$ cat config.mk
export PLATFORM = sky130hd
export DESIGN_NAME = led_show_mode_controller_flat
export DESIGN_NICKNAME = d
export VERILOG_FILES = /design/src/rtl/lsmc_pkg.sv /design/src/rtl/lsmc_req_if.sv /design/src/rtl/lsmc_res_if.sv /design/src/rtl/lsmc_cfg_if.sv /design/src/rtl/lsmc_cfg_regs.sv /design/src/rtl/lsmc_core.sv /design/src/rtl/led_show_mode_controller.sv /design/src/flat_wrapper.sv
export SDC_FILE = /design/constraint.sdc
export NUM_CORES = 1
export LEC_CHECK = 0
export ABC_AREA = 1
export CAP_MARGIN = 30
export CORE_ASPECT_RATIO = 0.8
export CORE_MARGIN = 3
export CORE_UTILIZATION = 51
export CTS_CLUSTER_SIZE = 25
export DETAILED_ROUTE_END_ITERATION = 10
export DONT_BUFFER_PORTS = 1
export PLACE_DENSITY = 0.71
export SKIP_CTS_REPAIR_TIMING = 1
export SYNTH_ARGS = -nofsm -noshare
export SYNTH_HDL_FRONTEND = slang
export SYNTH_SLANG_ARGS = --single-unit
$ cat constraint.sdc
create_clock -name clk -period 3.4 [get_ports clk]
set_input_delay 0.17 -clock clk [delete_from_list [all_inputs] [get_ports clk]]
set_output_delay 0.17 -clock clk [all_outputs]
set_load 0.01 [all_outputs]
$ cat src/rtl/lsmc_pkg.sv
// Package with the shared types, codes, constants and timer helper of the LED show controller.
`timescale 1ns / 1ps

package lsmc_pkg;

  // Pattern counts per family.
  localparam int NUM_ANIM   = 7;
  localparam int NUM_BITMAP = 8;

  // Request codes carried by req_type.
  localparam logic [2:0] REQ_CLICK       = 3'd0;
  localparam logic [2:0] REQ_DOUBLE      = 3'd1;
  localparam logic [2:0] REQ_MULTI       = 3'd2;
  localparam logic [2:0] REQ_PRESS_START = 3'd3;
  localparam logic [2:0] REQ_PRESS_STOP  = 3'd4;
  localparam logic [2:0] REQ_TICK        = 3'd5;

  // Configuration register indexes.
  localparam logic [2:0] CFG_BRIGHT_PERIOD = 3'd0;
  localparam logic [2:0] CFG_FRAME_PERIOD  = 3'd1;
  localparam logic [2:0] CFG_ANIM_HOLD     = 3'd2;
  localparam logic [2:0] CFG_BITMAP_HOLD   = 3'd3;
  localparam logic [2:0] CFG_FAMILY_HOLD   = 3'd4;
  localparam logic [2:0] CFG_MINUTE_TICKS  = 3'd5;
  localparam logic [2:0] CFG_SLEEP_MINUTES = 3'd6;
  localparam logic [2:0] CFG_FRAME_COUNTS  = 3'd7;

  // Brightness ramp and click constants.
  localparam logic [7:0] BRIGHT_STEP  = 8'd5;
  localparam logic [7:0] BRIGHT_TOP   = 8'd250;
  localparam logic [7:0] BRIGHT_FLOOR = 8'd10;
  localparam logic [7:0] BRIGHT_RESET = 8'd10;
  localparam logic [3:0] CLICKS_AUTO  = 4'd3;
  localparam logic [3:0] CLICKS_OFF   = 4'd4;
  localparam logic [7:0] MINUTES_MAX  = 8'd255;

  // Configuration register file contents.
  typedef struct packed {
    logic [7:0]  bright_period_ticks;
    logic [7:0]  frame_period_ticks;
    logic [15:0] anim_hold_ticks;
    logic [15:0] bitmap_hold_ticks;
    logic [15:0] family_hold_ticks;
    logic [11:0] minute_ticks;
    logic [7:0]  sleep_minutes;
    logic [31:0] frame_counts;
  } cfg_t;

  // One result item.
  typedef struct packed {
    logic       display_on;
    logic       family;
    logic [2:0] pattern_index;
    logic [3:0] frame_index;
    logic [7:0] base_hue;
    logic [7:0] brightness_level;
    logic       auto_mode;
    logic       show_banner;
  } res_t;

  // Outcome of one timer step.
  typedef struct packed {
    logic        hit;
    logic [15:0] count;
  } timer_t;

  // A timer fires when its count plus one reaches the period; a period of zero acts as one.
  function automatic timer_t timer_step(input logic [15:0] cnt, input logic [15:0] period);
    logic [16:0] c;
    logic [16:0] p;
    timer_t      r;
    c = {1'b0, cnt} + 17'd1;
    p = (period == 16'd0) ? 17'd1 : {1'b0, period};
    r.hit   = (c >= p);
    r.count = r.hit ? 16'd0 : c[15:0];
    return r;
  endfunction

endpackage

$ cat src/rtl/lsmc_req_if.sv
// Channel interface for request items (button events and ticks).
`timescale 1ns / 1ps

interface lsmc_req_if;
  logic       valid;
  logic       ready;
  logic [2:0] req_type;
  logic [3:0] click_count;

  modport source (output valid, output req_type, output click_count, input ready);
  modport sink (input valid, input req_type, input click_count, output ready);
endinterface

$ cat src/rtl/lsmc_res_if.sv
// Channel interface for result items (display state).
`timescale 1ns / 1ps

interface lsmc_res_if;
  logic       valid;
  logic       ready;
  logic       display_on;
  logic       family;
  logic [2:0] pattern_index;
  logic [3:0] frame_index;
  logic [7:0] base_hue;
  logic [7:0] brightness_level;
  logic       auto_mode;
  logic       show_banner;

  modport source (output valid, output display_on, output family, output pattern_index,
                  output frame_index, output base_hue, output brightness_level,
                  output auto_mode, output show_banner, input ready);
  modport sink (input valid, input display_on, input family, input pattern_index,
                input frame_index, input base_hue, input brightness_level,
                input auto_mode, input show_banner, output ready);
endinterface

$ cat src/rtl/lsmc_cfg_if.sv
// Write channel interface for the configuration registers.
`timescale 1ns / 1ps

interface lsmc_cfg_if;
  logic        valid;
  logic        ready;
  logic [2:0]  index;
  logic [31:0] data;

  modport source (output valid, output index, output data, input ready);
  modport sink (input valid, input index, input data, output ready);
endinterface

$ cat src/rtl/lsmc_cfg_regs.sv
// Configuration register file of the LED show controller.
`timescale 1ns / 1ps

module lsmc_cfg_regs (
  input  logic             clk,
  input  logic             rst,
  lsmc_cfg_if.sink         cfg,
  output lsmc_pkg::cfg_t   regs
);

  // Writes are always taken.
  assign cfg.ready = 1'b1;

  // Register writes, truncated to each register's width.
  always_ff @(posedge clk) begin
    if (rst) begin
      regs.bright_period_ticks <= 8'd5;
      regs.frame_period_ticks  <= 8'd10;
      regs.anim_hold_ticks     <= 16'd1500;
      regs.bitmap_hold_ticks   <= 16'd500;
      regs.family_hold_ticks   <= 16'd30000;
      regs.minute_ticks        <= 12'd3000;
      regs.sleep_minutes       <= 8'd60;
      regs.frame_counts        <= 32'd0;
    end else if (cfg.valid) begin
      unique case (cfg.index)
        lsmc_pkg::CFG_BRIGHT_PERIOD: regs.bright_period_ticks <= cfg.data[7:0];
        lsmc_pkg::CFG_FRAME_PERIOD:  regs.frame_period_ticks  <= cfg.data[7:0];
        lsmc_pkg::CFG_ANIM_HOLD:     regs.anim_hold_ticks     <= cfg.data[15:0];
        lsmc_pkg::CFG_BITMAP_HOLD:   regs.bitmap_hold_ticks   <= cfg.data[15:0];
        lsmc_pkg::CFG_FAMILY_HOLD:   regs.family_hold_ticks   <= cfg.data[15:0];
        lsmc_pkg::CFG_MINUTE_TICKS:  regs.minute_ticks        <= cfg.data[11:0];
        lsmc_pkg::CFG_SLEEP_MINUTES: regs.sleep_minutes       <= cfg.data[7:0];
        lsmc_pkg::CFG_FRAME_COUNTS:  regs.frame_counts        <= cfg.data;
        default: ;
      endcase
    end
  end

endmodule

$ cat src/rtl/lsmc_core.sv
// Mode state registers and the next-state logic applied for one item.
`timescale 1ns / 1ps

module lsmc_core (
  input  logic             clk,
  input  logic             rst,
  input  logic             fire,
  input  logic [2:0]       req_type,
  input  logic [3:0]       click_count,
  input  lsmc_pkg::cfg_t   regs,
  output lsmc_pkg::res_t   result
);

  typedef struct packed {
    logic        on_flag;
    logic        family_sel;
    logic [2:0]  pattern_reg;
    logic [3:0]  frame_reg;
    logic [7:0]  hue_reg;
    logic [7:0]  bright_reg;
    logic        auto_flag;
    logic        banner_pending;
    logic        ramp_active;
    logic        ramp_up;
    logic [7:0]  minutes_run;
    logic [7:0]  bright_cnt;
    logic [7:0]  frame_cnt;
    logic [15:0] pattern_cnt;
    logic [15:0] family_cnt;
    logic [11:0] minute_cnt;
  } state_t;

  state_t st;
  state_t st_next;
  logic   banner;

  // Pattern advance: wakes the display if off, else steps the pattern with a per-family wrap.
  function automatic state_t advance(input state_t s);
    state_t      r;
    logic [3:0]  limit;
    logic [3:0]  p1;
    r     = s;
    limit = s.family_sel ? 4'(lsmc_pkg::NUM_BITMAP) : 4'(lsmc_pkg::NUM_ANIM);
    p1    = {1'b0, s.pattern_reg} + 4'd1;
    if (!s.on_flag) begin
      r.on_flag = 1'b1;
    end else begin
      if (s.family_sel) begin
        r.frame_reg = 4'd0;
      end
      r.pattern_reg = (p1 >= limit) ? 3'd0 : p1[2:0];
    end
    return r;
  endfunction

  // Next state for the item in flight.
  always_comb begin
    lsmc_pkg::timer_t tb;
    lsmc_pkg::timer_t tf;
    lsmc_pkg::timer_t tp;
    lsmc_pkg::timer_t tfam;
    lsmc_pkg::timer_t tm;
    logic [3:0]       fcount;
    logic [4:0]       f1;
    state_t           s;
    s      = st;
    banner = 1'b0;
    fcount = '0;
    f1     = '0;
    tb     = '0;
    tf     = '0;
    tp     = '0;
    tfam   = '0;
    tm     = '0;
    unique case (req_type)
      lsmc_pkg::REQ_CLICK: begin
        s = advance(s);
      end
      lsmc_pkg::REQ_DOUBLE: begin
        s.family_sel  = ~s.family_sel;
        s.pattern_reg = 3'd0;
      end
      lsmc_pkg::REQ_MULTI: begin
        if (!s.on_flag) begin
          s.on_flag = 1'b1;
        end else if (click_count == lsmc_pkg::CLICKS_AUTO) begin
          s.auto_flag      = ~s.auto_flag;
          s.banner_pending = 1'b1;
        end else if (click_count == lsmc_pkg::CLICKS_OFF) begin
          s.on_flag = 1'b0;
        end
      end
      lsmc_pkg::REQ_PRESS_START: begin
        if (s.on_flag) begin
          s.ramp_active = 1'b1;
        end
      end
      lsmc_pkg::REQ_PRESS_STOP: begin
        if (s.on_flag) begin
          s.ramp_active = 1'b0;
          s.ramp_up     = ~s.ramp_up;
        end
      end
      lsmc_pkg::REQ_TICK: begin
        // Banner release, or runtime cleared while the display is off.
        if (s.on_flag && s.banner_pending) begin
          banner           = 1'b1;
          s.banner_pending = 1'b0;
        end else if (!s.on_flag) begin
          s.minutes_run = 8'd0;
        end
        s.hue_reg = s.hue_reg + 8'd1;

        // Brightness ramp while the long press is held.
        tb = lsmc_pkg::timer_step({8'd0, s.bright_cnt}, {8'd0, regs.bright_period_ticks});
        s.bright_cnt = tb.count[7:0];
        if (tb.hit && s.ramp_active && s.on_flag) begin
          if (s.ramp_up && s.bright_reg <= lsmc_pkg::BRIGHT_TOP) begin
            s.bright_reg = s.bright_reg + lsmc_pkg::BRIGHT_STEP;
          end else if (!s.ramp_up && s.bright_reg >= lsmc_pkg::BRIGHT_FLOOR) begin
            s.bright_reg = s.bright_reg - lsmc_pkg::BRIGHT_STEP;
          end
        end

        // Bitmap frame stepping.
        tf = lsmc_pkg::timer_step({8'd0, s.frame_cnt}, {8'd0, regs.frame_period_ticks});
        s.frame_cnt = tf.count[7:0];
        fcount = regs.frame_counts[{s.pattern_reg, 2'b00} +: 4];
        f1     = {1'b0, s.frame_reg} + 5'd1;
        if (tf.hit) begin
          if (s.family_sel) begin
            s.frame_reg = (f1 >= {1'b0, fcount}) ? 4'd0 : f1[3:0];
          end else begin
            s.frame_reg = 4'd0;
          end
        end

        // Automatic pattern change.
        tp = lsmc_pkg::timer_step(s.pattern_cnt,
                                  s.family_sel ? regs.bitmap_hold_ticks : regs.anim_hold_ticks);
        s.pattern_cnt = tp.count;
        if (tp.hit && s.on_flag && s.auto_flag) begin
          s = advance(s);
        end

        // Automatic family change.
        tfam = lsmc_pkg::timer_step(s.family_cnt, regs.family_hold_ticks);
        s.family_cnt = tfam.count;
        if (tfam.hit && s.on_flag && s.auto_flag) begin
          s.family_sel  = ~s.family_sel;
          s.pattern_reg = 3'd0;
        end

        // Runtime minutes and auto-off.
        tm = lsmc_pkg::timer_step({4'd0, s.minute_cnt}, {4'd0, regs.minute_ticks});
        s.minute_cnt = tm.count[11:0];
        if (tm.hit) begin
          if (s.on_flag && s.minutes_run < lsmc_pkg::MINUTES_MAX) begin
            s.minutes_run = s.minutes_run + 8'd1;
          end
          if (s.minutes_run >= regs.sleep_minutes) begin
            s.on_flag = 1'b0;
          end
        end
      end
      default: ;
    endcase
    st_next = s;
  end

  // Result fields follow the state after the item.
  assign result.display_on       = st_next.on_flag;
  assign result.family           = st_next.family_sel;
  assign result.pattern_index    = st_next.pattern_reg;
  assign result.frame_index      = st_next.frame_reg;
  assign result.base_hue         = st_next.hue_reg;
  assign result.brightness_level = st_next.bright_reg;
  assign result.auto_mode        = st_next.auto_flag;
  assign result.show_banner      = banner;

  // State update as the item moves into the result register.
  always_ff @(posedge clk) begin
    if (rst) begin
      st.on_flag        <= 1'b1;
      st.family_sel     <= 1'b1;
      st.pattern_reg    <= 3'd0;
      st.frame_reg      <= 4'd0;
      st.hue_reg        <= 8'd0;
      st.bright_reg     <= lsmc_pkg::BRIGHT_RESET;
      st.auto_flag      <= 1'b1;
      st.banner_pending <= 1'b0;
      st.ramp_active    <= 1'b0;
      st.ramp_up        <= 1'b1;
      st.minutes_run    <= 8'd0;
      st.bright_cnt     <= 8'd0;
      st.frame_cnt      <= 8'd0;
      st.pattern_cnt    <= 16'd0;
      st.family_cnt     <= 16'd0;
      st.minute_cnt     <= 12'd0;
    end else if (fire) begin
      st <= st_next;
    end
  end

endmodule

$ cat src/rtl/led_show_mode_controller.sv
// Top level of the LED show mode controller: input register, core and result register.
`timescale 1ns / 1ps

// The controller takes one item (button event or base tick) per cycle while the result
// channel is not stalled, and returns one result item with the display state after it.
// An item is held in the input register, is applied to the mode state as it moves into
// the result register, and is offered on the result channel from then on. Back-to-back
// items sustain one per cycle while results are drained, as the next-state logic is
// combinational between the two registers. A new item is taken while a finished result
// waits, as long as the input register is free. Configuration writes are always
// accepted and take effect for the next item applied.
module led_show_mode_controller (
  input  logic        clk,
  input  logic        rst,
  lsmc_req_if.sink    req,
  lsmc_res_if.source  res,
  lsmc_cfg_if.sink    cfg
);

  lsmc_pkg::cfg_t regs;
  lsmc_pkg::res_t result;
  lsmc_pkg::res_t res_data;
  logic           q_valid;
  logic [2:0]     q_type;
  logic [3:0]     q_clicks;
  logic           advance;
  logic           res_valid;

  lsmc_cfg_regs u_cfg (
    .clk  (clk),
    .rst  (rst),
    .cfg  (cfg),
    .regs (regs)
  );

  lsmc_core u_core (
    .clk         (clk),
    .rst         (rst),
    .fire        (advance),
    .req_type    (q_type),
    .click_count (q_clicks),
    .regs        (regs),
    .result      (result)
  );

  // Handshake: the held item moves on when the result register is free or being drained.
  assign advance   = q_valid && (!res_valid || res.ready);
  assign req.ready = !q_valid || advance;

  // Input register.
  always_ff @(posedge clk) begin
    if (rst) begin
      q_valid <= 1'b0;
    end else if (req.ready) begin
      q_valid <= req.valid;
    end
  end

  always_ff @(posedge clk) begin
    if (req.valid && req.ready) begin
      q_type   <= req.req_type;
      q_clicks <= req.click_count;
    end
  end

  // Result register.
  always_ff @(posedge clk) begin
    if (rst) begin
      res_valid <= 1'b0;
    end else if (advance) begin
      res_valid <= 1'b1;
    end else if (res.ready) begin
      res_valid <= 1'b0;
    end
  end

  always_ff @(posedge clk) begin
    if (advance) begin
      res_data <= result;
    end
  end

  assign res.valid            = res_valid;
  assign res.display_on       = res_data.display_on;
  assign res.family           = res_data.family;
  assign res.pattern_index    = res_data.pattern_index;
  assign res.frame_index      = res_data.frame_index;
  assign res.base_hue         = res_data.base_hue;
  assign res.brightness_level = res_data.brightness_level;
  assign res.auto_mode        = res_data.auto_mode;
  assign res.show_banner      = res_data.show_banner;

endmodule
$ cat src/flat_wrapper.sv
// flat-port wrapper written by rule: the top's interface ports become plain ports
module led_show_mode_controller_flat 
  (clk, rst, req_valid, req_req_type, req_click_count, req_ready, res_valid, res_display_on, res_family, res_pattern_index, res_frame_index, res_base_hue, res_brightness_level, res_auto_mode, res_show_banner, res_ready, cfg_valid, cfg_index, cfg_data, cfg_ready);
  lsmc_req_if req_i ();
  lsmc_res_if res_i ();
  lsmc_cfg_if cfg_i ();
  input  logic clk;
  input  logic rst;
  input wire logic [$bits(req_i.valid)-1:0] req_valid;
  input wire logic [$bits(req_i.req_type)-1:0] req_req_type;
  input wire logic [$bits(req_i.click_count)-1:0] req_click_count;
  output wire logic [$bits(req_i.ready)-1:0] req_ready;
  output wire logic [$bits(res_i.valid)-1:0] res_valid;
  output wire logic [$bits(res_i.display_on)-1:0] res_display_on;
  output wire logic [$bits(res_i.family)-1:0] res_family;
  output wire logic [$bits(res_i.pattern_index)-1:0] res_pattern_index;
  output wire logic [$bits(res_i.frame_index)-1:0] res_frame_index;
  output wire logic [$bits(res_i.base_hue)-1:0] res_base_hue;
  output wire logic [$bits(res_i.brightness_level)-1:0] res_brightness_level;
  output wire logic [$bits(res_i.auto_mode)-1:0] res_auto_mode;
  output wire logic [$bits(res_i.show_banner)-1:0] res_show_banner;
  input wire logic [$bits(res_i.ready)-1:0] res_ready;
  input wire logic [$bits(cfg_i.valid)-1:0] cfg_valid;
  input wire logic [$bits(cfg_i.index)-1:0] cfg_index;
  input wire logic [$bits(cfg_i.data)-1:0] cfg_data;
  output wire logic [$bits(cfg_i.ready)-1:0] cfg_ready;
  assign req_i.valid = req_valid;
  assign req_i.req_type = req_req_type;
  assign req_i.click_count = req_click_count;
  assign req_ready = req_i.ready;
  assign res_valid = res_i.valid;
  assign res_display_on = res_i.display_on;
  assign res_family = res_i.family;
  assign res_pattern_index = res_i.pattern_index;
  assign res_frame_index = res_i.frame_index;
  assign res_base_hue = res_i.base_hue;
  assign res_brightness_level = res_i.brightness_level;
  assign res_auto_mode = res_i.auto_mode;
  assign res_show_banner = res_i.show_banner;
  assign res_i.ready = res_ready;
  assign cfg_i.valid = cfg_valid;
  assign cfg_i.index = cfg_index;
  assign cfg_i.data = cfg_data;
  assign cfg_ready = cfg_i.ready;
  led_show_mode_controller u_core (.clk(clk), .rst(rst), .req(req_i), .res(res_i), .cfg(cfg_i));
endmodule
## Word level (Yosys, flattened, before mapping)

Cells that the tools add are included.

| operators by class | value |
|---|---|
| order comparisons | 11 |
| reduce and logical (&&, ||, !) cells | 39 |
| bitwise gates (word level) | 5 |
| eq/ne operators | 18 |
| add/sub/neg operators | 11 |
| shift-type cells | 1 |
| mux-type cells | 51 |

Operators with widths:

| operator | count |
|---|---|
| $mux 97 | 2 |
| $mux 8 | 13 |
| $mux 16 | 5 |
| $pmux 20 s2 | 1 |
| $add 16x1->17 const B | 2 |
| $ge 17x16->1 | 2 |
| $logic_not 16->1 | 2 |
| $shiftx 32x6->4 | 1 |
| $mux 4 | 7 |
| $mux 12 | 2 |
| $add 8x1->9 const B | 2 |
| $eq 3x3->1 const B | 6 |
| $ge 9x8->1 | 2 |
| $reduce_and 2->1 | 9 |
| $add 8x1->8 const B | 2 |
| $logic_not 8->1 | 2 |
| $mux 7 | 2 |
| $add 12x1->13 const B | 1 |
| $ge 13x12->1 | 1 |
| $eq 3x2->1 const B | 4 |
| $logic_and 1x1->1 | 12 |
| $logic_not 12->1 | 1 |
| $pmux 4 s3 | 1 |
| $mux 1 | 10 |
| 26 further kinds | 44 |

| storage, ports and cells | value |
|---|---|
| flip-flop bits (word level) | 249 |
| input port bits | 47 |

## Longest topological paths before layout

Gate-level depths: netlist of run 1.

| depth | value |
|---|---|
| word-level depth | 18 |
| depth in mapped cells | 24 |
| mapped depth without buffers | 23 |

## Hierarchy

A second synthesis of run 1 with hierarchy kept.

| unflattened totals | value |
|---|---|
| cells, all modules | 2040 |
| area total of the unflattened synthesis | 14387.5 um2 |

By module, submodules not included:

| module | cells each | area each (um2) | seq. area each (um2) | times used |
|---|---|---|---|---|
| lsmc_core | 1352 | 8770.9 | 1941.9 | 1 |
| lsmc_cfg_regs | 642 | 4504.3 | 2322.2 | 1 |
| led_show_mode_controller | 46 | 1112.3 | 1061.0 | 1 |

## Least setup slack after synthesis of run 1

No wires, ideal clock.

| timing | value |
|---|---|
| kind | register to register |
| start point | register u_core.u_core.st[95] in the netlist's numbering |
| end point | register u_core.u_core.st[34] in the netlist's numbering |
| setup time | 0.070 ns |
| stages on the path, launching flop included | 19 |
| data required time | 3.330 ns |
| path slack | 0.453 ns |
| arrival | 2.877 ns |
| path buffers | 4 |
| path through | dfxtp_1 > buf_2 > buf_1 > clkbuf_1 > nand2_1 > o21ai_0 > inv_1 > a41o_1 > ha_1 > nand3_1 > nor2_1 > nand2_1 > nand3b_1 > nor2_1 > nand2_1 > nor2_2 > buf_2 > nand2_1 > a21oi_1 |

| on the way | value |
|---|---|
| word-level cells in the longest chain between the ends | 7 |

Ends and longest elaborated chain:

| what | line | source |
|---|---|---|
| from (decl) | lsmc_core.sv:33 | `state_t st;` |
| from (signal assigned) | lsmc_core.sv:201 | `st <= st_next;` |
| $mux 16 * | lsmc_core.sv:140 | `s.family_sel ? regs.bitmap_hold_ticks : regs.anim_hold_ticks);` |
| $logic_not 16->1 | lsmc_pkg.sv:73 | `p = (period == 16'd0) ? 17'd1 : {1'b0, period};` |
| $mux 16 * | lsmc_pkg.sv:73 |  |
| $ge 17x16->1 * | lsmc_pkg.sv:74 | `r.hit = (c >= p);` |
| $mux 16 * | lsmc_pkg.sv:75 | `r.count = r.hit ? 16'd0 : c[15:0];` |
| $mux 97 * | lsmc_core.sv:142 | `if (tp.hit && s.on_flag && s.auto_flag) begin` |
| $mux 97 * | lsmc_core.sv:75 | `unique case (req_type)` |

Mark *: on every way between the ends. The rest lies on a longest branch, timed or not. The select of a mux whose other input is x is not followed.
A chain may end at the register's enable or synchronous reset.

## Worst setup path after layout of run 1

| timing | value |
|---|---|
| start point | register u_core.u_core.st[0] in the netlist's numbering |
| end point | register u_core.u_core.st[1] in the netlist's numbering |

| on the way | value |
|---|---|
| word-level cells in the longest chain between the ends | 5 |

Ends and longest elaborated chain:

| what | line | source |
|---|---|---|
| $mux 97 * | lsmc_core.sv:142 |  |
| $mux 97 * | lsmc_core.sv:75 |  |
| $add 12x1->13 * | lsmc_pkg.sv:72 | `c = {1'b0, cnt} + 17'd1;` |
| $ge 13x12->1 | lsmc_pkg.sv:74 |  |
| $mux 12 * | lsmc_pkg.sv:75 |  |

Marks and branches as above.

==> summary.md, run 1 <==
| Metric | Value |
|---|---|
| Synth area leaders | dfxtp_1 32%, nand2_1 10%, ha_1 8.2%, edfxtp_1 7.6%, inv_1 5.8% |
| Min-Delay Path Class | in -> reg |
| VDD IR max | 0.349 mV |
| Number of global-route vias before repair | 10800 |
| Share of total power in sequential cells | 48.8% |
| Reg2reg start | u_core.u_core.st[0] |
| Post-synth EDFFs | 34 |
| Post-route ant nets | 0 |
| Busiest grt layer | met2 |
| Power per standard cell area | 425 nW/um^2 |
| Diodes inserted | 0 |
| CP Capture Type | register |
| Hold path startpoint | cfg_index[0] |
| Post-synth top cells | 364 x nand2_1, 215 x dfxtp_1, 210 x inv_1 |
| Wire per inst | 15.3 um |
| Critical Path Start Type | register |
| Net Sw Power | 1.64 mW |
| DRT iter0 DRCs | 1016 |
| Skew final | about 28 ps |
| Period minus WS final | 3110 ps |
| Combinational Power Share | 9.0% |
| Final core occ | 59.3% |
| Async S/R FF share, synth | 0% |
| M2 GR Usage | 35.9% |
| Die Wd | around 190 um |
| Final hold vios | 0 |
| Worst setup startpoint | u_core.u_core.st[0] |
| Avg Cell Area, Syn | 7.44 sq um |
| Dpl hpwl | 23200 um |
| Yosys top cell by area | dfxtp_1 |
| Clk Tree Root Cell | clkbuf_16 |
| Full die area | 28500 sq um |
| Starting Density | between 50 and 60% |
| Worst-path fanout max | 12 |
| Clock power share | 42.2% |
| Least-Margin Pin Slew | 985 ps |
| P&R area growth vs syn | 12.6% |
| TritonCTS buffer count | 26 |
| Core Region | 25600 sq um |
| Slew Limit Fails | 0 |
| Final setup fails | 0 |
| Max-cap viol count | 0 |
| Vias per cell | 5.44 |
| WL final | 33700 um |
| Worst endpoint required time | 3850 ps |
| Most common cell in the netlist | nand2_1 |
| Grt total ovfl | 0 |
| Vias | 12000 |
| Slew headroom | 34.3% |
| CTS tree | built |
| Kind of critical path | reg -> reg |
| First-pass GRT wire length | 54000 um |
| Share of layout cells above drive strength 1 | around 6.4% |
| Post-Syn Area | roughly 14000 sq um |
| Die Ht | about 150 um |
| Synth warn | 0 |
| Longest Clk Path Bufs | 3 |
| Cell Rows | 52 |
| Final hold slack | 26.8 ps |
| Pint | 4.81 mW |
| Achievable Freq | 322 MHz |
| Fillers | ~2300 |
| CP arrival | 3560 ps |
| Tot Pwr | around 6.5 mW |
| Clock latency on the worst-skew pair | 550 ps |
| 1st-pass router iterations | 5 |
| Mapped Nets | 1950 |
| Met1 Use GR | roughly 33% |
| Nets | 1972 |
| Outcome | finished clean |
| # H-tree levels | 1 |
| Switching fraction of total power | 25.4% |
| Synthesized instance count | 1815 |
| Met3 usage | under 10% |
| Initial antenna violation count | 0 |
| Dominant synthesized flop cell | dfxtp_1 |
| Synth Register Bits | 249 |
| P_leak | approximately 7 nW |
| Largest net degree at the start of global routing | 95 |
| Share of the synthesized area in the top cell type | 31.9% |
| Ports | between 70 and 80 |
| CTS Sinks | roughly 250 |
| PortBufs | 0 |
| Distinct cell type count after synthesis | 53 |
| Total Routing Usage GR | approximately 23% |
| Register area share after synthesis | 39.4% |
| Clk pin slew, worst setup/hold paths | 60 ps |
| Final clock period utilization by the worst path | about 90% |
| GP Congestion | 0.884 |
| DRC | 0 |
-- flip-flops by register name (all words and copies together), names as in the netlist --
name,count
u_core.res.display_on,1
u_core.res.family,1
u_core.q_clicks,4
u_core.res.show_banner,1
u_core.q_type,3
u_core.res.base_hue,8
u_core.u_cfg.regs,116
u_core.res.frame_index,4
u_core.res.valid,1
u_core.u_core.st,97
u_core.res.brightness_level,8
u_core.q_valid,1
u_core.res.auto_mode,1
u_core.res.pattern_index,3
-- cell usage in the layout, fill, tap and decap left out, drive strengths merged, types with 2 or more instances in the layout --
master       instances
a211oi               2
a21boi               2
a21oi              159
a22oi                3
a31oi                2
a41o                 5
buf                 26
clkbuf              33
clkinv              11
clkinvlp             2
dfxtp              215
dlygate4sd3         41
edfxtp              34
ha                  88
inv                215
mux2i                9
nand2              373
nand3               79
nand3b              10
nand4               44
nor2               203
nor3                21
nor3b                2
nor4                11
o211ai              28
o21a                 5
o21ai              148
o21bai               7
o221ai               4
o22ai                6
xnor2               20
xor2                38
-- worst max-delay path, stage by stage (launching register included) --
cell      delay, ps
dfxtp_1         380
ha_1            220
nand3_2         110
nor2_1          100
inv_1            70
nor2_1          140
a21oi_1          80
or2_2           270
inv_1           120
ha_1            290
nand2_1         110
nor2_1           60
a211oi_2        170
nor2_2          100
nor2_8          150
nand3_4         140
nor2_4          140
buf_12          180
nand2_1          60
a21oi_1         140
-- per-stage QoR --
| stage | cell area, sq um | TNS [ps] | std cells | worst slack [ps] |
|---|---|---|---|---|
| floorplan | 13500 | 0 | 1815 | 453 |
| global placement | 13800 | 0 | 2112 | 251 |
| detailed placement | 13800 | 0 | 2112 | 127 |
| CTS | 14600 | 0 | 2159 | 90.7 |
| global route | 15200 | -7.75 | 2207 | -7.75 |
| finish | 15200 | 0 | 2207 | 294 |
-- power groups by stage --
stage / clock network, mW / logic [mW] / registers [mW]
global placement: 0 / 0.466 / 3.21
detailed placement: 0 / 0.481 / 3.21
finish: 2.72 / 0.581 / 3.15
CTS: 2.76 / 0.484 / 3.15
floorplan: 0 / 0.392 / 3.19
global route: 2.88 / 0.659 / 3.16
-- area by class of cell --
class / count / area, sq um / share of cell area (%)
Inverter: 215 / 807 / 5.31
Tap cell: 351 / 439 / 2.89
Sequential cell: 249 / 5330 / 35.1
Timing Repair Buffer: 67 / 676 / 4.45
Multi-Input combinational cell: 1278 / 7140 / 47.0
Clock buffer: 33 / 697 / 4.59
Clock inverter: 14 / 113 / 0.741
-- worst paths after layout --
| path | slack [ps] | endpoint | cells after the start |
|---|---|---|---|
| setup reg to reg | 290 | u_core.u_core.st[1] | 19 |
| hold / removal | 30 | u_core.u_cfg.regs[108] | 5 |
| setup / recovery | 290 | u_core.u_core.st[1] | 19 |
| hold reg to reg | 450 | u_core.u_cfg.regs[85] | 2 |
-- layer usage --
layer | wire [um] | vias up
met5 | 0 | -
met4 | 744 | 0
met3 | 2170 | 54
met2 | 14900 | 381
met1 | 15900 | 5505
li1 | - | 6071
-- cells by family after synthesis --
kind of cell,after synthesis,synth area share (%)
xor+xnor,58,3.76
mux,9,0.667
compound gates,375,15.5
simple gates,747,24.2
fa+ha+maj,88,8.15
flops,249,39.4
other cells,1,0.0278
buf+inv,288,8.18
(Power assumes the default switching activity.)
==> run 2: changes to the inputs <==
==> constraint.sdc (replaced) <==
create_clock -name clk -period 3.7 [get_ports clk]
set_input_delay 0.185 -clock clk [delete_from_list [all_inputs] [get_ports clk]]
set_output_delay 0.185 -clock clk [all_outputs]
set_load 0.01 [all_outputs]
==> run 2 against run 1 <==
Against the previous run:
- wire length increased by 1.1%
- core utilization is 0.30 points lower
- register-to-register slack better by 90 ps
- first-iteration DRC count rose by 1.9%
- sequential share of layout area rose by 0.16 points
- largest cell class unchanged
==> summary.md, run 2 (synthesized netlist as in run 1, its figures left out) <==
| Metric | Value |
|---|---|
| P_leak | 6.91 nW (-0.92%) |
| Slew Limit Fails | 0 (unchanged) |
| Achievable Freq | 302 MHz (-6.3%) |
| Number of global-route vias before repair | 10900 (+0.90%) |
| Setup_tns | 0 ps (unchanged) |
| Longest Clk Path Bufs | 3 (unchanged) |
| Dpl hpwl | 23100 um (-0.30%) |
| Largest registers | u_core.u_cfg.regs (116), u_core.u_core.st (97) |
| Grt total ovfl | 0 (unchanged) |
| Clk pin slew, worst setup/hold paths | 60 ps (about the same) |
| CP Capture Type | register |
| Largest net degree at the start of global routing | 95 (unchanged) |
| Initial antenna violation count | 2 (+2) |
| GP Congestion | 0.867 (-1.9%) |
| Final hold vios | 0 (unchanged) |
| Vias | 12000 (+0.25%) |
| Clk Tree Root Cell | clkbuf_16 |
| Final worst setup slack | 384 ps (+89.9 ps) |
| Final core occ | 59.0% (-0.30 points) |
| Most common cell after layout, fill and taps aside | nand2_1 |
| Starting Density | 52.7% (unchanged) |
| Die Ht | 152 um (unchanged) |
| Worst-path fanout max | 5 (-7) |
| TritonCTS buffer count | 26 (unchanged) |
| Ports | 77 (unchanged) |
| DRT iter0 DRCs | 1035 (+1.9%) |
| Power per standard cell area | 407 nW/um^2 (-4.2%) |
| Max FFs per register | 116 (unchanged) |
| Min-Delay Path Class | in -> reg |
| First-pass GRT wire length | 54100 um (+0.36%) |
| WL final | 34100 um (+1.1%) |
| Commonest non-fill, non-tap cells in the layout | 364 x nand2_1, 215 x dfxtp_1, 209 x inv_1 |
| Tot Pwr | 6.15 mW (-4.7%) |
| Nets | 1963 (-0.46%) |
| Core Region | 25600 sq um (unchanged) |
| Post-place setup slack | 413 ps (+287 ps) |
| DRC | 0 (unchanged) |
| Layout Cells excl Fill | 2198 (-0.41%) |
| Share of layout cells above drive strength 1 | 5.31% (-1.1 points) |
| Critical Path Start Type | register |
| Cell Rows | 52 (unchanged) |
| Min-Delay Path Depth | 4 (-1) |
| PortBufs | 0 (unchanged) |
| Skew final | 17.9 ps (-9.86 ps) |
| # H-tree levels | 1 (unchanged) |
| Dpl cells | 2109 (-0.14%) |
| Wire per inst | 15.5 um (+1.5%) |
| Total Routing Usage GR | 22.9% (+0.16 points) |
| Least-Margin Pin Slew | 954 ps (-30.7 ps) |
| Register name with the most flops | u_core.u_cfg.regs |
| Period minus WS final | 3320 ps (+210 ps) |
| P&R area growth vs syn | 12.0% |
| Post-route ant nets | 0 (unchanged) |
| Final setup fails | 0 (unchanged) |
| CP arrival | 3610 ps (+50 ps) |
| VDD IR max | 0.296 mV (-15%) |
| Full die area | 28500 sq um (unchanged) |
| Slew headroom | 36.3% (+2.0 points) |
| Max-cap viol count | 0 (unchanged) |
| Clock latency on the worst-skew pair | 550 ps (about the same) |
| Final clock period utilization by the worst path | 89.6% (-1.7 points) |
| Die Wd | 188 um (unchanged) |
| R2R cell count | 17 (-2) |
| Worst endpoint required time | 4000 ps (+150 ps) |
| RSZ-0062 raised after global routing | false |
| Outcome | finished clean |
| Kind of critical path | reg -> reg |
| CTS tree | built |
| Vias per cell | 5.48 (+0.66%) |
| 1st-pass router iterations | 5 (unchanged) |
| CTS Sinks | 249 (unchanged) |
| Diodes inserted | 0 (unchanged) |
==> run 2: cell types whose count changed in the layout (fill, tap and decap cells not counted), moves of 3 or more <==
cell | before | now
nand2_1 | 361 | 364
clkbuf_8 | 2 | 8
nand2_2 | 3 | 0
buf_4 | 21 | 15
xnor2_1 | 17 | 20
clkinv_2 | 7 | 1
xnor2_2 | 3 | 0
buf_12 | 4 | 1
==> run 2: critical path: stages (launching register included) <==
cell     delay (ps)
dfxtp_1         400
ha_1            210
nand3_1         140
nor2_1          190
nand4_1         190
nor2_1          240
nand3_1         130
xnor2_1         160
ha_1            330
nand4_1         130
nor4_1          280
nand2_1         100
nand3_1         170
nand2_1         130
nand2_1         100
nand2_1          50
nand2_1          60
nand2_1          60
==> run 2: routing by layer <==
metal  vias to the layer above  wire length, um  part of all wire, %  GRT usage (%)
met4                         2              827                  2.4           6.00
met1                      5571            16100                   47           32.6
met2                       355            15100                   44           36.6
met5                         -               13                0.038              0
li1                       6057                -                    -              -
met3                        56             2030                  5.9           3.59
==> run 2: final timing paths <==
path                          from  slack [ps]                endpoint
max           u_core.u_core.st[12]         380       u_core.res.family
min                   cfg_index[0]          20  u_core.u_cfg.regs[110]
max reg2reg   u_core.u_core.st[12]         380       u_core.res.family
min reg2reg  u_core.u_cfg.regs[84]         460   u_core.u_cfg.regs[84]
==> run 2: report_power, final <==
| part | total, mW | leakage (nW) | internal, mW | switching, mW |
|---|---|---|---|---|
| combinational | 0.528 | 4.40 | 0.182 | 0.346 |
| clock | 2.73 | 0.443 | 1.62 | 1.11 |
| sequential | 2.89 | 2.07 | 2.83 | 0.0618 |
==> run 2: area by class of cell <==
| cell class | count | area (sq um) |
|---|---|---|
| clock buffers | 42 | 837 |
| clock inverters | 5 | 67.6 |
| fillers | 2336 | 10500 |
| inverters | 215 | 807 |
| multi-input cells | 1278 | 7070 |
| flip-flops and latches | 249 | 5330 |
| well taps | 351 | 439 |
| repair buffers | 58 | 571 |
==> run 2: per-stage QoR <==
stage          hold slack (ps)  cell area [sq um]
2_1_floorplan              284              13500
3_3_place_gp               262              13800
3_5_place_dp               268              13800
4_1_cts                   -311              14700
5_1_grt                   43.6              15100
6_report                  24.4              15100
==> run 3: changes to the inputs <==
--- a/config.mk
+++ b/config.mk
@@ -9,11 +9,11 @@
 export CAP_MARGIN = 30
 export CORE_ASPECT_RATIO = 0.8
 export CORE_MARGIN = 3
-export CORE_UTILIZATION = 51
+export CORE_UTILIZATION = 55
 export CTS_CLUSTER_SIZE = 25
 export DETAILED_ROUTE_END_ITERATION = 10
 export DONT_BUFFER_PORTS = 1
-export PLACE_DENSITY = 0.71
+export PLACE_DENSITY = 0.75
 export SKIP_CTS_REPAIR_TIMING = 1
 export SYNTH_ARGS = -nofsm -noshare
 export SYNTH_HDL_FRONTEND = slang
==> run 3 against run 2 <==
Against the previous run:
- the flow now finishes with violations (negative hold slack)
- register-to-register slack worse by 20 ps
- via count grew 0.21%
- wire length decreased by 0.68%
- core utilization up 4.4 points
- combinational power about the same
- clock skew increased by 13 ps
- maximum frequency shrank 0.51%
- hold slack got worse by 44 ps
- die area is 7.0% lower
- critical path depth is 1 higher
- sequential power hardly changed
==> summary.md, run 3 (synthesized netlist as in run 1, its figures left out) <==
| Metric | Value |
|---|---|
| Largest registers | u_core.u_cfg.regs (116), u_core.u_core.st (97) |
| Kind of critical path | reg -> reg |
| Number of global-route vias before repair | 11100 (+1.9%) |
| Met1 Use GR | 34.3% (+1.7 points) |
| Final clock period utilization by the worst path | 90.1% (+0.46 points) |
| P_leak | 6.91 nW (about the same) |
| Tot Pwr | 6.14 mW (-0.26%) |
| DP Area | 13700 sq um (-0.32%) |
| Critical path's slowest cell | dfxtp_1 |
| Ports | 77 (unchanged) |
| Met3 usage | 4.08% (+0.50 points) |
| Nets | 1966 (+0.15%) |
| CTS Sinks | 249 (unchanged) |
| Setup_tns | 0 ps (unchanged) |
| Commonest non-fill, non-tap cells in the layout | 364 x nand2_1, 215 x dfxtp_1, 209 x inv_1 |
| Die Wd | 181 um (-3.6%) |
| Least-Margin Pin Slew | 924 ps (-30.2 ps) |
| Clock latency on the worst-skew pair | 540 ps (about the same) |
| M2 GR Usage | 38.4% (+1.8 points) |
| Worst endpoint required time | 4150 ps (+150 ps) |
| Vias per cell | 5.58 (+1.8%) |
| Clk Tree Root Cell | clkbuf_16 |
| Achievable Freq | 300 MHz (-0.51%) |
| Largest delay share family, worst path | simple AND/OR/NAND/NOR gates |
| Final hold slack | -19.1 ps (-43.5 ps) |
| VDD IR max | 0.378 mV (+28%) |
| Skew final | 30.6 ps (+12.7 ps) |
| P&R area growth vs syn | 11.6% |
| Final hold vios | 1 (+1) |
| Core Region | 23800 sq um (-7.3%) |
| Critical Path Max Stage Delay | 380 ps (-20 ps) |
| Power per standard cell area | 407 nW/um^2 (about the same) |
| Outcome | finished, violations left |
| Failing checks | negative hold slack |
| Instance count on the critical path | 18 (+1) |
| GP Congestion | 0.922 (+6.4%) |
| Final setup fails | 0 (unchanged) |
| Reg-to-reg slack, setup | 370 ps (-20 ps) |
| Largest net degree at the start of global routing | 95 (unchanged) |
| # H-tree levels | 1 (unchanged) |
| Diodes inserted | 0 (unchanged) |
| Min-Delay Path Class | in -> reg |
| First-pass GRT wire length | 54500 um (+0.65%) |
| Final instance area | 15100 sq um (-0.33%) |
| Share of layout cells above drive strength 1 | 5.13% (-0.17 points) |
| CP Buf/Inv Count | 3 (+3) |
| Reg2reg end | u_core.u_core.st[2] |
| Dpl hpwl | 23100 um (-0.17%) |
| CP Capture Type | register |
| Critical Path Start Type | register |
| PortBufs | 0 (unchanged) |
| 1st-pass router iterations | 5 (unchanged) |
| DRC | 0 (unchanged) |
| CP arrival | 3780 ps (+170 ps) |
| Register name with the most flops | u_core.u_cfg.regs |
| Full die area | 26500 sq um (-7.0%) |
| R2R cell count | 18 (+1) |
| Slew Limit Fails | 0 (unchanged) |
| Die Ht | 146 um (-3.6%) |
| CP Capture Point | u_core.u_core.st[2] |
| Longest Clk Path Bufs | 3 (unchanged) |
| Reg2reg start | u_core.u_core.st[0] |
| WL final | 33900 um (-0.68%) |
| Worst setup startpoint | u_core.u_core.st[0] |
| Total Routing Usage GR | 24.1% (+1.2 points) |
| RSZ-0062 raised after global routing | false |
| Most common cell after layout, fill and taps aside | nand2_1 |
| Wire per inst | 15.7 um (+0.92%) |
| Most frequent CP cell | nor2_1 |
| Fillers | 2052 (-12%) |
| Max FFs per register | 116 (unchanged) |
| Post-route ant nets | 0 (unchanged) |
| Busiest grt layer | met2 |
| Clk pin slew, worst setup/hold paths | 60 ps (about the same) |
| Starting Density | 56.8% (+4.1 points) |
| Crit-path cells | ha_1 > nand3_2 > nor2_1 > inv_1 > nor2_1 > inv_1 > nor2_1 > nand2_1 > xnor2_1 > ha_1 > a21oi_1 > o211ai_2 > nor2_8 > nand3_4 > nor2_4 > buf_4 > nand2_1 > a21oi_1 |
| DRT iter0 DRCs | 1027 (-0.77%) |
| TritonCTS buffer count | 27 (+3.8%) |
| Initial antenna violation count | 0 (-2) |
| Cell Rows | 50 (-3.8%) |
| Max-cap viol count | 0 (unchanged) |
| Grt total ovfl | 0 (unchanged) |
| Period minus WS final | 3330 ps (+16.9 ps) |
| Vias | 12100 (+0.21%) |
| Slew headroom | 38.4% (+2.0 points) |
| Worst-path fanout max | 12 (+7) |
| CTS tree | built |
## run 3: cell count changes in the layout (fill, tap and decap cells not counted), sizes merged
cell,change
buf,+2
bufinv,+2
clkbuf,-1
clkinv,+1
clkinvlp,-1
inv,+1
## run 3: where the power goes
part	internal, mW	total [mW]	switching [mW]	leakage, nW
Combinational	0.182	0.527	0.345	4.41
Sequential	2.83	2.90	0.0652	2.07
Clock	1.63	2.71	1.08	0.432
## run 3: stage by stage
stage,utilization [%],std cells,setup slack (ps)
4_1_cts,61.5,2120,355
3_3_place_gp,57.8,2071,518
2_1_floorplan,-,1815,753
5_1_grt,63.4,2163,29.3
3_5_place_dp,57.8,2071,386
6_report,63.4,2163,367
## run 3: worst register-to-register path: cells and delay by family (launching register included)
family	cells	cell delay, ps
buffers and inverters	3	430
flip-flops	1	380
AND/OR/NAND/NOR	9	1120
XOR/XNOR	1	320
AO/OA/AOI/OAI	3	470
adder cells (fa/ha/maj)	2	540
## run 3: layout make-up
type,instances,area [sq um],area share [%]
clock inverters,8,118,0.780
multi-input cells,1278,7080,47.0
repair buffers,60,586,3.89
flip-flops and latches,249,5330,35.3
clock buffers,41,768,5.10
inverters,215,807,5.35
well taps,312,390,2.59
## run 3: worst min path at each step
| stage | startpoint | end | slack [ps] | depth (start not counted) |
|---|---|---|---|---|
| CTS | rst | u_core.res.valid | -310 | 1 |
| global route | res_ready | u_core.q_valid | 0.9 | 3 |
| detailed placement | rst | u_core.res.valid | 270 | 1 |
| finish | res_ready | u_core.q_valid | -20 | 3 |
| floorplan | req_click_count[0] | u_core.q_clicks[0] | 280 | 0 |
| global placement | rst | u_core.res.valid | 270 | 1 |
## run 3: metal layers
layer / vias up / share of wire (%)
li1: 6061 / -
met1: 5582 / 47
met2: 376 / 45
met3: 47 / 6.2
met4: 0 / 1.7
met5: - / 0
